## config.mk

```make
export PLATFORM = sky130hd
export DESIGN_NAME = twist_to_wheel_duty_mixer_unit
export DESIGN_NICKNAME = d
export VERILOG_FILES = /design/src/rtl/core/twdm_pkg.sv /design/src/rtl/core/twist_to_wheel_duty_mixer_unit.sv /design/src/rtl/core/twdm_div.sv /design/src/rtl/core/twdm_mix.sv
export SDC_FILE = /design/constraint.sdc
export NUM_CORES = 2
export LEC_CHECK = 0
export BUFFER_PORTS_ARGS = -buffer_cell sky130_fd_sc_hd__buf_2
export CAP_MARGIN = 20
export CORE_MARGIN = 4
export CORE_UTILIZATION = 51
export CTS_CLUSTER_DIAMETER = 30
export DETAILED_ROUTE_END_ITERATION = 10
export PLACE_DENSITY_LB_ADDON = 0.1
export SLEW_MARGIN = 20
export SYNTH_ARGS = -nofsm -noshare
export SYNTH_HDL_FRONTEND = slang
export SYNTH_HIERARCHICAL = 1
export SYNTH_SLANG_ARGS = --single-unit
```

## constraint.sdc

```tcl
create_clock -name clock -period 10.4 [get_ports clock]
set_clock_uncertainty 0.05 [all_clocks]
set_input_delay 2.08 -clock clock [delete_from_list [all_inputs] [get_ports clock]]
set_output_delay 2.08 -clock clock [all_outputs]
set_load 0.02 [all_outputs]
```

## src/rtl/core/twdm_pkg.sv

```systemverilog
// ----------------------------------------------------------------------------
// twdm_pkg
// Shared types and constants of the twist to wheel duty mixer: register
// indexes, motion kinds, divider lane and stage records, and the duty clamp.
// ----------------------------------------------------------------------------
package twdm_pkg;

   // Divider geometry: numerator 2*|n| + d, divisor 2*d
   localparam int NUM_W       = 17;
   localparam int DEN_W       = 16;
   localparam int QUO_W       = NUM_W;
   localparam int DIV_STAGES  = QUO_W;
   localparam int MIX_STAGES  = 4;
   localparam int PIPE_STAGES = 1 + DIV_STAGES + MIX_STAGES;

   // Register indexes on the csr port
   localparam logic [2:0] CSR_BASE_SPEED     = 3'd0;
   localparam logic [2:0] CSR_SPEED_STEP     = 3'd1;
   localparam logic [2:0] CSR_BASE_DUTY      = 3'd2;
   localparam logic [2:0] CSR_DUTY_STEP      = 3'd3;
   localparam logic [2:0] CSR_MAX_DUTY       = 3'd4;
   localparam logic [2:0] CSR_MIN_DUTY       = 3'd5;
   localparam logic [2:0] CSR_BASE_TURN_DIFF = 3'd6;

   // Register reset values
   localparam logic [14:0] RST_BASE_SPEED     = 15'd600;
   localparam logic [14:0] RST_SPEED_STEP     = 15'd100;
   localparam logic [9:0]  RST_BASE_DUTY      = 10'd600;
   localparam logic [9:0]  RST_DUTY_STEP      = 10'd100;
   localparam logic [9:0]  RST_MAX_DUTY       = 10'd1000;
   localparam logic [9:0]  RST_MIN_DUTY       = 10'd600;
   localparam logic [9:0]  RST_BASE_TURN_DIFF = 10'd200;

   typedef enum logic [3:0] {
      KIND_STOP       = 4'd0,
      KIND_FWD        = 4'd1,
      KIND_BACK       = 4'd2,
      KIND_LEFT       = 4'd3,
      KIND_RIGHT      = 4'd4,
      KIND_FWD_LEFT   = 4'd5,
      KIND_FWD_RIGHT  = 4'd6,
      KIND_BACK_LEFT  = 4'd7,
      KIND_BACK_RIGHT = 4'd8
   } twdm_kind_type;

   // Duty-side registers used by the mixing stages
   typedef struct packed {
      logic [9:0] base_duty;
      logic [9:0] duty_step;
      logic [9:0] max_duty;
      logic [9:0] min_duty;
      logic [9:0] base_turn_diff;
   } twdm_cfg_type;

   // Sign and zero flags that ride along with an item
   typedef struct packed {
      logic lin_zero;
      logic lin_neg;
      logic ang_zero;
      logic ang_neg;
      logic lin_nneg;   // |linear| below base speed
      logic ang_nneg;   // |angular| below base speed
   } twdm_tag_type;

   // One lane of the restoring divider
   typedef struct packed {
      logic [DEN_W-1:0] rem;
      logic [NUM_W-1:0] num;
      logic [DEN_W-1:0] den;
      logic [QUO_W-1:0] quo;
   } twdm_lane_type;

   typedef struct packed {
      twdm_lane_type lin;
      twdm_lane_type ang;
      twdm_tag_type  tag;
   } twdm_div_stage_type;

   // clamp(x) = max(min(x, hi), lo)
   function automatic logic [9:0] twdm_clamp(input logic signed [30:0] x,
                                             input logic [9:0] hi,
                                             input logic [9:0] lo);
      logic signed [30:0] hi_x;
      logic signed [30:0] lo_x;
      logic signed [30:0] t;
      hi_x = $signed({21'd0, hi});
      lo_x = $signed({21'd0, lo});
      t    = (x > hi_x) ? hi_x : x;
      return (t < lo_x) ? lo : t[9:0];
   endfunction

endpackage

```

## src/rtl/core/twist_to_wheel_duty_mixer_unit.sv

```systemverilog
// ----------------------------------------------------------------------------
// twist_to_wheel_duty_mixer_unit
// Turns a linear/angular speed command into left and right wheel duties.
//
//   channel | direction | handshake             | payload
//   --------+-----------+-----------------------+-----------------------------
//   req     | in        | req_valid / req_stall | linear_speed, angular_speed
//   rsp     | out       | rsp_valid / rsp_stall | left/right duty, kind, adj
//   csr     | in        | csr_write_enable      | csr_index, csr_data
//
// One item per cycle while rsp_stall is low. Stages: one setup stage, 17 divider
// stages (one quotient bit each, the step quantization) and four mixing stages.
// Synchronous active-high reset clears the stage valid bits and loads the
// register defaults. A stalled result holds in the output stage while
// earlier stages keep closing up bubbles; req_stall rises only when every
// stage is full.
// ----------------------------------------------------------------------------
module twist_to_wheel_duty_mixer_unit (
   input  logic               clock,
   input  logic               reset,
   // input channel
   input  logic               req_valid,
   output logic               req_stall,
   input  logic signed [15:0] req_linear_speed,
   input  logic signed [15:0] req_angular_speed,
   // result channel
   output logic               rsp_valid,
   input  logic               rsp_stall,
   output logic signed [10:0] rsp_left_duty,
   output logic signed [10:0] rsp_right_duty,
   output logic [3:0]         rsp_motion_kind,
   output logic               rsp_max_adjusted,
   // configuration
   input  logic               csr_write_enable,
   input  logic [2:0]         csr_index,
   input  logic [14:0]        csr_data
);
   import twdm_pkg::*;

   // ---- configuration registers
   logic [14:0] base_speed_ff, speed_step_ff;
   logic [9:0]  base_duty_ff, duty_step_ff, max_duty_ff, min_duty_ff, base_turn_diff_ff;

   always_ff @(posedge clock) begin
      if (reset) begin
         base_speed_ff     <= RST_BASE_SPEED;
         speed_step_ff     <= RST_SPEED_STEP;
         base_duty_ff      <= RST_BASE_DUTY;
         duty_step_ff      <= RST_DUTY_STEP;
         max_duty_ff       <= RST_MAX_DUTY;
         min_duty_ff       <= RST_MIN_DUTY;
         base_turn_diff_ff <= RST_BASE_TURN_DIFF;
      end else if (csr_write_enable) begin
         case (csr_index)
            CSR_BASE_SPEED:     base_speed_ff     <= csr_data;
            CSR_SPEED_STEP:     speed_step_ff     <= csr_data;
            CSR_BASE_DUTY:      base_duty_ff      <= csr_data[9:0];
            CSR_DUTY_STEP:      duty_step_ff      <= csr_data[9:0];
            CSR_MAX_DUTY:       max_duty_ff       <= csr_data[9:0];
            CSR_MIN_DUTY:       min_duty_ff       <= csr_data[9:0];
            CSR_BASE_TURN_DIFF: base_turn_diff_ff <= csr_data[9:0];
            default: begin
            end
         endcase
      end
   end

   twdm_cfg_type cfg;
   assign cfg = '{base_duty:      base_duty_ff,
                  duty_step:      duty_step_ff,
                  max_duty:       max_duty_ff,
                  min_duty:       min_duty_ff,
                  base_turn_diff: base_turn_diff_ff};

   // ---- stage valid bits and per-stage enables
   // A stage loads when it is empty or its content moves on.
   logic [PIPE_STAGES-1:0] valid_ff;
   logic [PIPE_STAGES-1:0] en;

   assign en[PIPE_STAGES-1] = !valid_ff[PIPE_STAGES-1] || !rsp_stall;
   for (genvar i = 0; i < PIPE_STAGES - 1; i++) begin : g_en
      assign en[i] = !valid_ff[i] || en[i+1];
   end

   for (genvar i = 0; i < PIPE_STAGES; i++) begin : g_valid
      always_ff @(posedge clock) begin
         if (reset) begin
            valid_ff[i] <= 1'b0;
         end else if (en[i]) begin
            valid_ff[i] <= (i == 0) ? req_valid : valid_ff[(i == 0) ? 0 : i-1];
         end
      end
   end

   assign req_stall = !en[0];
   assign rsp_valid = valid_ff[PIPE_STAGES-1];

   // ---- setup stage: divider operands for round-half-away quantization
   // steps = (2*|n| + d) / (2*d), n = |v| - base_speed
   logic [14:0]        step_d;
   logic signed [16:0] lin_x, ang_x;
   logic [16:0]        lin_abs, ang_abs;
   logic signed [17:0] lin_n, ang_n;
   logic [15:0]        lin_m, ang_m;
   logic [17:0]        lin_nn, ang_nn;
   logic [NUM_W-1:0]   lin_num_in, ang_num_in, lin_num_ff, ang_num_ff;
   logic [DEN_W-1:0]   den_in, den_ff;
   twdm_tag_type       tag_in, tag0_ff;

   always_comb begin
      step_d     = (speed_step_ff == '0) ? 15'd1 : speed_step_ff;
      lin_x      = 17'(req_linear_speed);
      ang_x      = 17'(req_angular_speed);
      lin_abs    = lin_x[16] ? 17'(17'sd0 - lin_x) : 17'(lin_x);
      ang_abs    = ang_x[16] ? 17'(17'sd0 - ang_x) : 17'(ang_x);
      lin_n      = $signed({1'b0, lin_abs}) - $signed({3'b000, base_speed_ff});
      ang_n      = $signed({1'b0, ang_abs}) - $signed({3'b000, base_speed_ff});
      lin_nn     = 18'd0 - lin_n;
      ang_nn     = 18'd0 - ang_n;
      lin_m      = lin_n[17] ? lin_nn[15:0] : lin_n[15:0];
      ang_m      = ang_n[17] ? ang_nn[15:0] : ang_n[15:0];
      lin_num_in = {lin_m, 1'b0} + NUM_W'(step_d);
      ang_num_in = {ang_m, 1'b0} + NUM_W'(step_d);
      den_in     = {step_d, 1'b0};

      tag_in.lin_zero = (req_linear_speed == '0);
      tag_in.lin_neg  = req_linear_speed[15];
      tag_in.ang_zero = (req_angular_speed == '0);
      tag_in.ang_neg  = req_angular_speed[15];
      tag_in.lin_nneg = lin_n[17];
      tag_in.ang_nneg = ang_n[17];
   end

   always_ff @(posedge clock) begin
      if (en[0]) begin
         lin_num_ff <= lin_num_in;
         ang_num_ff <= ang_num_in;
         den_ff     <= den_in;
         tag0_ff    <= tag_in;
      end
   end

   // ---- step quantization divider
   logic [QUO_W-1:0] lin_quo, ang_quo;
   twdm_tag_type     tag_div;

   twdm_div u_div (
      .clock   (clock),
      .en      (en[DIV_STAGES:1]),
      .lin_num (lin_num_ff),
      .lin_den (den_ff),
      .ang_num (ang_num_ff),
      .ang_den (den_ff),
      .tag_in  (tag0_ff),
      .lin_quo (lin_quo),
      .ang_quo (ang_quo),
      .tag_out (tag_div)
   );

   // ---- duty mixing
   twdm_mix u_mix (
      .clock        (clock),
      .en           (en[PIPE_STAGES-1:DIV_STAGES+1]),
      .lin_quo      (lin_quo),
      .ang_quo      (ang_quo),
      .tag_in       (tag_div),
      .cfg          (cfg),
      .left_duty    (rsp_left_duty),
      .right_duty   (rsp_right_duty),
      .motion_kind  (rsp_motion_kind),
      .max_adjusted (rsp_max_adjusted)
   );

   // ---- assertions
   a_stop_zero : assert property (@(posedge clock) disable iff (reset)
      rsp_valid && rsp_motion_kind == KIND_STOP |-> rsp_left_duty == '0 && rsp_right_duty == '0)
      else $error("stop item with nonzero duty");

   a_adj_combined : assert property (@(posedge clock) disable iff (reset)
      rsp_valid && rsp_max_adjusted |->
         rsp_motion_kind == KIND_FWD_LEFT || rsp_motion_kind == KIND_FWD_RIGHT ||
         rsp_motion_kind == KIND_BACK_LEFT || rsp_motion_kind == KIND_BACK_RIGHT)
      else $error("max readjust flagged outside combined motion");

   a_straight_equal : assert property (@(posedge clock) disable iff (reset)
      rsp_valid && (rsp_motion_kind == KIND_FWD || rsp_motion_kind == KIND_BACK) |->
         rsp_left_duty == rsp_right_duty)
      else $error("straight motion with unequal wheel duties");

   a_stall_full : assert property (@(posedge clock) disable iff (reset)
      req_stall |-> valid_ff[0] && rsp_valid && rsp_stall)
      else $error("input stalled while the pipeline has room");

endmodule

```

## src/rtl/core/twdm_div.sv

```systemverilog
// ----------------------------------------------------------------------------
// twdm_div
// Two-lane pipelined restoring divider, one quotient bit per stage.
// ----------------------------------------------------------------------------
module twdm_div (
   input  logic                            clock,
   input  logic [twdm_pkg::DIV_STAGES-1:0] en,
   input  logic [twdm_pkg::NUM_W-1:0]      lin_num,
   input  logic [twdm_pkg::DEN_W-1:0]      lin_den,
   input  logic [twdm_pkg::NUM_W-1:0]      ang_num,
   input  logic [twdm_pkg::DEN_W-1:0]      ang_den,
   input  twdm_pkg::twdm_tag_type          tag_in,
   output logic [twdm_pkg::QUO_W-1:0]      lin_quo,
   output logic [twdm_pkg::QUO_W-1:0]      ang_quo,
   output twdm_pkg::twdm_tag_type          tag_out
);
   import twdm_pkg::*;

   // One restoring step: shift in the next numerator bit, subtract if it fits
   function automatic twdm_lane_type div_step(input twdm_lane_type a);
      logic [DEN_W:0] r;
      logic [DEN_W:0] sub;
      twdm_lane_type  o;
      r     = {a.rem, a.num[NUM_W-1]};
      sub   = r - {1'b0, a.den};
      o     = a;
      o.num = {a.num[NUM_W-2:0], 1'b0};
      if (r >= {1'b0, a.den}) begin
         o.rem = sub[DEN_W-1:0];
         o.quo = {a.quo[QUO_W-2:0], 1'b1};
      end else begin
         o.rem = r[DEN_W-1:0];
         o.quo = {a.quo[QUO_W-2:0], 1'b0};
      end
      return o;
   endfunction

   twdm_div_stage_type stage_ff [DIV_STAGES];
   twdm_div_stage_type head;

   // Fresh item: remainder and quotient start at zero
   always_comb begin
      head.lin = '{rem: '0, num: lin_num, den: lin_den, quo: '0};
      head.ang = '{rem: '0, num: ang_num, den: ang_den, quo: '0};
      head.tag = tag_in;
   end

   for (genvar k = 0; k < DIV_STAGES; k++) begin : g_stage
      twdm_div_stage_type prev;
      twdm_div_stage_type stage_in;

      // Source of this stage: the operands or the previous stage
      if (k == 0) begin : g_first
         assign prev = head;
      end else begin : g_next
         assign prev = stage_ff[k-1];
      end

      always_comb begin
         stage_in.lin = div_step(prev.lin);
         stage_in.ang = div_step(prev.ang);
         stage_in.tag = prev.tag;
      end

      always_ff @(posedge clock) begin
         if (en[k]) begin
            stage_ff[k] <= stage_in;
         end
      end
   end

   assign lin_quo = stage_ff[DIV_STAGES-1].lin.quo;
   assign ang_quo = stage_ff[DIV_STAGES-1].ang.quo;
   assign tag_out = stage_ff[DIV_STAGES-1].tag;

endmodule

```

## src/rtl/core/twdm_mix.sv

```systemverilog
// ----------------------------------------------------------------------------
// twdm_mix
// Signs the step counts, scales them by the duty step, clamps and mixes the
// wheel duties; the last stage is the result register.
// ----------------------------------------------------------------------------
module twdm_mix (
   input  logic                            clock,
   input  logic [twdm_pkg::MIX_STAGES-1:0] en,
   input  logic [twdm_pkg::QUO_W-1:0]      lin_quo,
   input  logic [twdm_pkg::QUO_W-1:0]      ang_quo,
   input  twdm_pkg::twdm_tag_type          tag_in,
   input  twdm_pkg::twdm_cfg_type          cfg,
   output logic signed [10:0]              left_duty,
   output logic signed [10:0]              right_duty,
   output logic [3:0]                      motion_kind,
   output logic                            max_adjusted
);
   import twdm_pkg::*;

   // ---- stage 1: signed step counts and their sum
   logic signed [QUO_W:0]   sl_in, sa_in, sl_ff, sa_ff;
   logic signed [QUO_W+1:0] ssum_in, ssum_ff;
   twdm_tag_type            tag1_ff;

   always_comb begin
      sl_in   = tag_in.lin_nneg ? ((QUO_W+1)'(0) - {1'b0, lin_quo}) : {1'b0, lin_quo};
      sa_in   = tag_in.ang_nneg ? ((QUO_W+1)'(0) - {1'b0, ang_quo}) : {1'b0, ang_quo};
      ssum_in = {sl_in[QUO_W], sl_in} + {sa_in[QUO_W], sa_in};
   end

   always_ff @(posedge clock) begin
      if (en[0]) begin
         sl_ff   <= sl_in;
         sa_ff   <= sa_in;
         ssum_ff <= ssum_in;
         tag1_ff <= tag_in;
      end
   end

   // ---- stage 2: scale by duty step
   logic signed [10:0] ds_x;
   logic signed [29:0] p_lin_in, p_ang_in, p_sum_in;
   logic signed [29:0] p_lin_ff, p_ang_ff, p_sum_ff;
   twdm_tag_type       tag2_ff;

   always_comb begin
      ds_x     = $signed({1'b0, cfg.duty_step});
      p_lin_in = 30'(sl_ff) * 30'(ds_x);
      p_ang_in = 30'(sa_ff) * 30'(ds_x);
      p_sum_in = 30'(ssum_ff) * 30'(ds_x);
   end

   always_ff @(posedge clock) begin
      if (en[1]) begin
         p_lin_ff <= p_lin_in;
         p_ang_ff <= p_ang_in;
         p_sum_ff <= p_sum_in;
         tag2_ff  <= tag1_ff;
      end
   end

   // ---- stage 3: clamped candidates and turn difference
   logic signed [30:0] bd_x, btd_x, diff_full;
   logic [9:0]         d_lin_in, d_ang_in, slow_in;
   logic [9:0]         d_lin_ff, d_ang_ff, slow_ff;
   logic [29:0]        diff_in, diff_ff;
   twdm_tag_type       tag3_ff;

   always_comb begin
      bd_x      = 31'($signed({1'b0, cfg.base_duty}));
      btd_x     = 31'($signed({1'b0, cfg.base_turn_diff}));
      d_lin_in  = twdm_clamp(bd_x + 31'(p_lin_ff), cfg.max_duty, cfg.min_duty);
      d_ang_in  = twdm_clamp(bd_x + 31'(p_ang_ff), cfg.max_duty, cfg.min_duty);
      slow_in   = twdm_clamp(bd_x + 31'(p_sum_ff), cfg.max_duty, cfg.min_duty);
      diff_full = btd_x + 31'(p_ang_ff);
      diff_in   = diff_full[30] ? '0 : diff_full[29:0];
   end

   always_ff @(posedge clock) begin
      if (en[2]) begin
         d_lin_ff <= d_lin_in;
         d_ang_ff <= d_ang_in;
         slow_ff  <= slow_in;
         diff_ff  <= diff_in;
         tag3_ff  <= tag2_ff;
      end
   end

   // ---- stage 4: readjust at max, place wheels, apply direction
   twdm_kind_type      kind;
   logic [30:0]        fast_sum, min_sum;
   logic [29:0]        max_less;
   logic               over;
   logic [9:0]         slow_v, fast_v, l_mag, r_mag;
   logic               l_neg, r_neg, adj;
   logic signed [10:0] left_in, right_in;
   logic signed [10:0] left_ff, right_ff;
   logic [3:0]         kind_ff;
   logic               adj_ff;

   always_comb begin
      // motion kind from the signs of the command
      if (tag3_ff.lin_zero && tag3_ff.ang_zero) begin
         kind = KIND_STOP;
      end else if (tag3_ff.ang_zero) begin
         kind = tag3_ff.lin_neg ? KIND_BACK : KIND_FWD;
      end else if (tag3_ff.lin_zero) begin
         kind = tag3_ff.ang_neg ? KIND_RIGHT : KIND_LEFT;
      end else if (!tag3_ff.lin_neg) begin
         kind = tag3_ff.ang_neg ? KIND_FWD_RIGHT : KIND_FWD_LEFT;
      end else begin
         kind = tag3_ff.ang_neg ? KIND_BACK_LEFT : KIND_BACK_RIGHT;
      end

      // fast wheel over max: pin it and pull the slow one down
      fast_sum = 31'(slow_ff) + 31'(diff_ff);
      min_sum  = 31'(cfg.min_duty) + 31'(diff_ff);
      max_less = 30'(cfg.max_duty) - diff_ff;
      over     = fast_sum > 31'(cfg.max_duty);
      if (over) begin
         fast_v = cfg.max_duty;
         slow_v = (min_sum > 31'(cfg.max_duty)) ? cfg.min_duty : max_less[9:0];
      end else begin
         fast_v = fast_sum[9:0];
         slow_v = slow_ff;
      end

      l_mag = '0;
      r_mag = '0;
      l_neg = 1'b0;
      r_neg = 1'b0;
      adj   = 1'b0;
      case (kind)
         KIND_STOP: begin
         end
         KIND_FWD, KIND_BACK: begin
            l_mag = d_lin_ff;
            r_mag = d_lin_ff;
            l_neg = tag3_ff.lin_neg;
            r_neg = tag3_ff.lin_neg;
         end
         KIND_LEFT: begin
            r_mag = d_ang_ff;
         end
         KIND_RIGHT: begin
            l_mag = d_ang_ff;
         end
         KIND_FWD_LEFT, KIND_BACK_LEFT: begin
            // right wheel is the fast one
            l_mag = slow_v;
            r_mag = fast_v;
            l_neg = tag3_ff.lin_neg;
            r_neg = tag3_ff.lin_neg;
            adj   = over;
         end
         KIND_FWD_RIGHT, KIND_BACK_RIGHT: begin
            l_mag = fast_v;
            r_mag = slow_v;
            l_neg = tag3_ff.lin_neg;
            r_neg = tag3_ff.lin_neg;
            adj   = over;
         end
         default: begin
         end
      endcase

      left_in  = l_neg ? (11'sd0 - $signed({1'b0, l_mag})) : $signed({1'b0, l_mag});
      right_in = r_neg ? (11'sd0 - $signed({1'b0, r_mag})) : $signed({1'b0, r_mag});
   end

   always_ff @(posedge clock) begin
      if (en[3]) begin
         left_ff  <= left_in;
         right_ff <= right_in;
         kind_ff  <= kind;
         adj_ff   <= adj;
      end
   end

   assign left_duty    = left_ff;
   assign right_duty   = right_ff;
   assign motion_kind  = kind_ff;
   assign max_adjusted = adj_ff;

endmodule

```

==> impl_metrics.py <==
metrics = {
    "grt": {
        "grt_pass1_vias": 85400,
        "grt-ovfl-total": 0,
        "use_met3": 0.0352,
        "grt_pass1_wl_mm": 462,
        "grt_util_all_layers": 0.221,
        "antenna_found_initial": 11,
        "busiest_layer": "met2",
        "use_met2": 0.363,
        "grt_max_degree": 80,
        "grtUsageMet1": 0.300,
    },
    "timing": {
        "setup_viol": 0,
        "period_share": 0.750,
        "rsz0062_at_grt": "false",
        "fin_ws_ns": 2.60,
        "slew_viol_final": 0,
        "worst_pin_slew_ns": 1.12,
        "period_minus_slack_ns": 7.80,
        "slew_headroom": 0.251,
        "fmax_ghz": 0.128,
        "hold_violations": 0,
        "timing.setup.tns_ns": 0,
    },
    "power_and_ir_drop": {
        "p_leak_nw": 60.9,
        "power_frac_comb": 0.478,
        "intPower_w": 0.0328,
        "power_switching_share": 0.381,
        "pwr-share-clk": 0.245,
        "seq_power_share": 0.277,
        "p_sw_w": 0.0202,
        "ir_worst_vdd_mv": 0.386,
        "p_per_area_nw_per_um2": 361,
    },
    "clock_tree": {
        "clkTransAtPathRegs_ns": 0.05,
        "cts_setup_buffers": 0,
        "cts.path.max_buffers": 4,
        "cts_sinks": 2101,
        "ctsHoldBuffers": 0,
        "cts_max_level": 5,
        "cts-buffers-inserted": 417,
        "cts_tree": "done",
        "cts_root_buf": "clkbuf_16",
        "cts_resized": 0,
        "clk_latency_ns": 0.88,
    },
    "final_layout": {
        "fillers": 20200,
        "final_util": 0.585,
        "final_common_cell": "edfxtp_1",
        "layout_common_cells": "edfxtp_1 (1999), inv_1 (1334), ha_1 (947)",
        "drive_gt1_frac": 0.113,
        "area_growth_pct": 14.2,
        "nets": 13000,
    },
    "floorplan": {
        "core_sq_um": 251000,
        "die_width_microns": 510,
        "die_h_microns": 510,
        "initial_core_util": 0.513,
        "ioPinCount": 84,
        "die-area_sq_um": 261000,
        "fp-row-count": 184,
    },
    "worst_setup_path": {
        "crit_required_ns": 8.27,
        "reg2reg_to": "u_mix/d_lin_ff[9]",
        "r2r_slack_ns": 2.70,
        "r2r_cells": 28,
        "worstSetupStartpointType": "input port",
        "path_class": "in2out",
        "r2r-start": "base_duty_ff[1]",
        "crit_path_end_kind": "primary output",
        "critPathArrivalTime_ns": 5.67,
        "critPathMaxFanout": 65,
    },
    "route": {
        "first_iter_violations": 5404,
        "drc": 0,
        "wl_per_cell_microns": 19.1,
        "vias": 84000,
        "via_per_inst": 5.54,
        "final_antenna_net_count": 0,
        "drt_wl_total_mm": 289,
        "drtPass1Iterations": 7,
    },
    "yosys": {
        "ys_seq_area_frac": 0.482,
        "ys_seq_elements": 2101,
        "netlist_area_sq_um": 129000,
        "synth_edf_count": 1999,
        "synthArstFlopShare": 0,
        "synthFlopType": "edfxtp_1",
        "synth_cells": 11200,
        "yosysUniqueCellTypes": 118,
        "syn_avg_cell_area_sq_um": 11.5,
        "yosys_warnings": 6,
    },
    "status": {
        "run_status": "complete, no violations",
    },
    "worst_hold_path": {
        "whs_path_depth": 0,
        "hold_class": "reg2reg",
        "worstHoldEndpoint": "u_div/stage_ff[0][776]",
        "min-delay-start": "u_div/stage_ff[0][642]",
    },
    "place": {
        "routabilityCongestion": 0.943,
        "dp_slack_ns": 2.29,
        "dpl.hpwl_mm": 218,
        "portBuffers": 83,
    },
    "run": {
        "max_cap_violations": 0,
    },
}
==> logic make-up (layout without fill, tap and decap cells) <==
| kind of cell | Yosys count | count (layout) | share of synthesized area |
|---|---|---|---|
| buffers and inverters | 1623 | 2271 | 0.0478 |
| and+or+nand+nor | 2779 | 2779 | 0.107 |
| DFF | 2101 | 2101 | 0.482 |
| muxes | 445 | 445 | 0.0383 |
| xor gates and xnor gates | 643 | 643 | 0.0437 |
| AOI/OAI and AO/OA | 2089 | 2089 | 0.106 |
| adders and majority gates | 1480 | 1480 | 0.175 |
| other | 2 | 10 | 0.0000583 |
==> Yosys cell counts (90+ instances only) <==
master | count | area (sq um)
dfxtp_1 | 102 | 2040
nand3_1 | 170 | 851
a21o_1 | 179 | 1340
nor3_1 | 187 | 936
mux2_2 | 346 | 3900
inv_1 | 1343 | 5040
fa_1 | 533 | 10700
nor2_1 | 565 | 2120
xnor2_1 | 430 | 3770
nand2b_1 | 123 | 769
nor2b_1 | 127 | 795
xor2_1 | 213 | 1870
o21ai_0 | 476 | 2380
o21a_1 | 153 | 1150
ha_1 | 947 | 11800
clkbuf_1 | 217 | 815
mux2i_1 | 90 | 901
and2_1 | 354 | 2210
nand4_1 | 107 | 669
a21oi_1 | 565 | 2830
nand2_1 | 821 | 3080
edfxtp_1 | 1999 | 60000
==> per-layer routing <==
metal | up-vias | routed length (microns)
met5 | - | 11
met4 | 2 | 9280
met3 | 528 | 15500
met2 | 2092 | 136000
met1 | 40800 | 128000
li1 | 40500 | -
==> per-stage QoR <==
step           cells  instance area (sq um)  total power (W)  hold slack [ns]
2_1_floorplan  11200                 129000           0.0339            0.350
3_3_place_gp   14400                 133000           0.0394            0.350
3_5_place_dp   14400                 133000           0.0399            0.355
4_1_cts        15200                 147000           0.0534            0.287
5_1_grt        15200                 147000           0.0575            0.298
6_report       15200                 147000           0.0530            0.310
==> layout make-up <==
class | instances | area (sq um) | share of cell area
sequential | 2101 | 62100 | 0.422
tap | 3348 | 4190 | 0.0285
antenna | 5 | 12.5 | 0.0000851
clock buffer | 474 | 10800 | 0.0732
multi-input combinational | 7441 | 60800 | 0.413
timing repair buffer | 155 | 966 | 0.00657
clock inverter | 297 | 3160 | 0.0215
inverter | 1345 | 5070 | 0.0345
==> power by group through the flow <==
stage	logic [W]	clock network (W)	registers, W
finish	0.0254	0.0130	0.0147
global route	0.0288	0.0137	0.0149
CTS	0.0254	0.0133	0.0147
detailed placement	0.0251	0	0.0148
global placement	0.0246	0	0.0148
floorplan	0.0202	0	0.0137
==> flip-flops by register name, indices dropped and copies added, names as in the netlist, 18 cells and up <==
| register | count |
|---|---|
| u_mix/diff_ff | 30 |
| u_mix/p_lin_ff | 29 |
| u_mix/sl_ff | 18 |
| u_mix/ssum_ff | 19 |
| u_mix/p_ang_ff | 29 |
| u_div/stage_ff | 1704 |
| u_mix/p_sum_ff | 30 |
| u_mix/sa_ff | 18 |
| valid_ff | 21 |
==> worst max-delay path: stages <==
cell     delay [ns]
buf_2          0.12
and3_1         0.23
inv_2          0.07
buf_4          0.66
nor2_1         0.23
and2_1         0.28
and4_1         0.29
nand2_4        0.39
nor2_1         0.26
nand3_2        0.14
buf_4          0.60
inv_1          0.08
buf_2          0.18
==> worst max path at each step <==
stage                                     from                endpoint  slack [ns]  cells after the start
after floorplan                      rsp_stall  u_div/stage_ff[0][640]        0.78                      9
after global placement    req_angular_speed[0]          ang_num_ff[16]        2.13                     26
after detailed placement  req_angular_speed[0]          ang_num_ff[16]        2.29                     26
after CTS                            rsp_stall               req_stall        2.54                     13
after global routing           base_duty_ff[1]        u_mix/slow_ff[7]        2.16                     21
final                                rsp_stall               req_stall        2.60                     13
(Power assumes the default switching activity.)
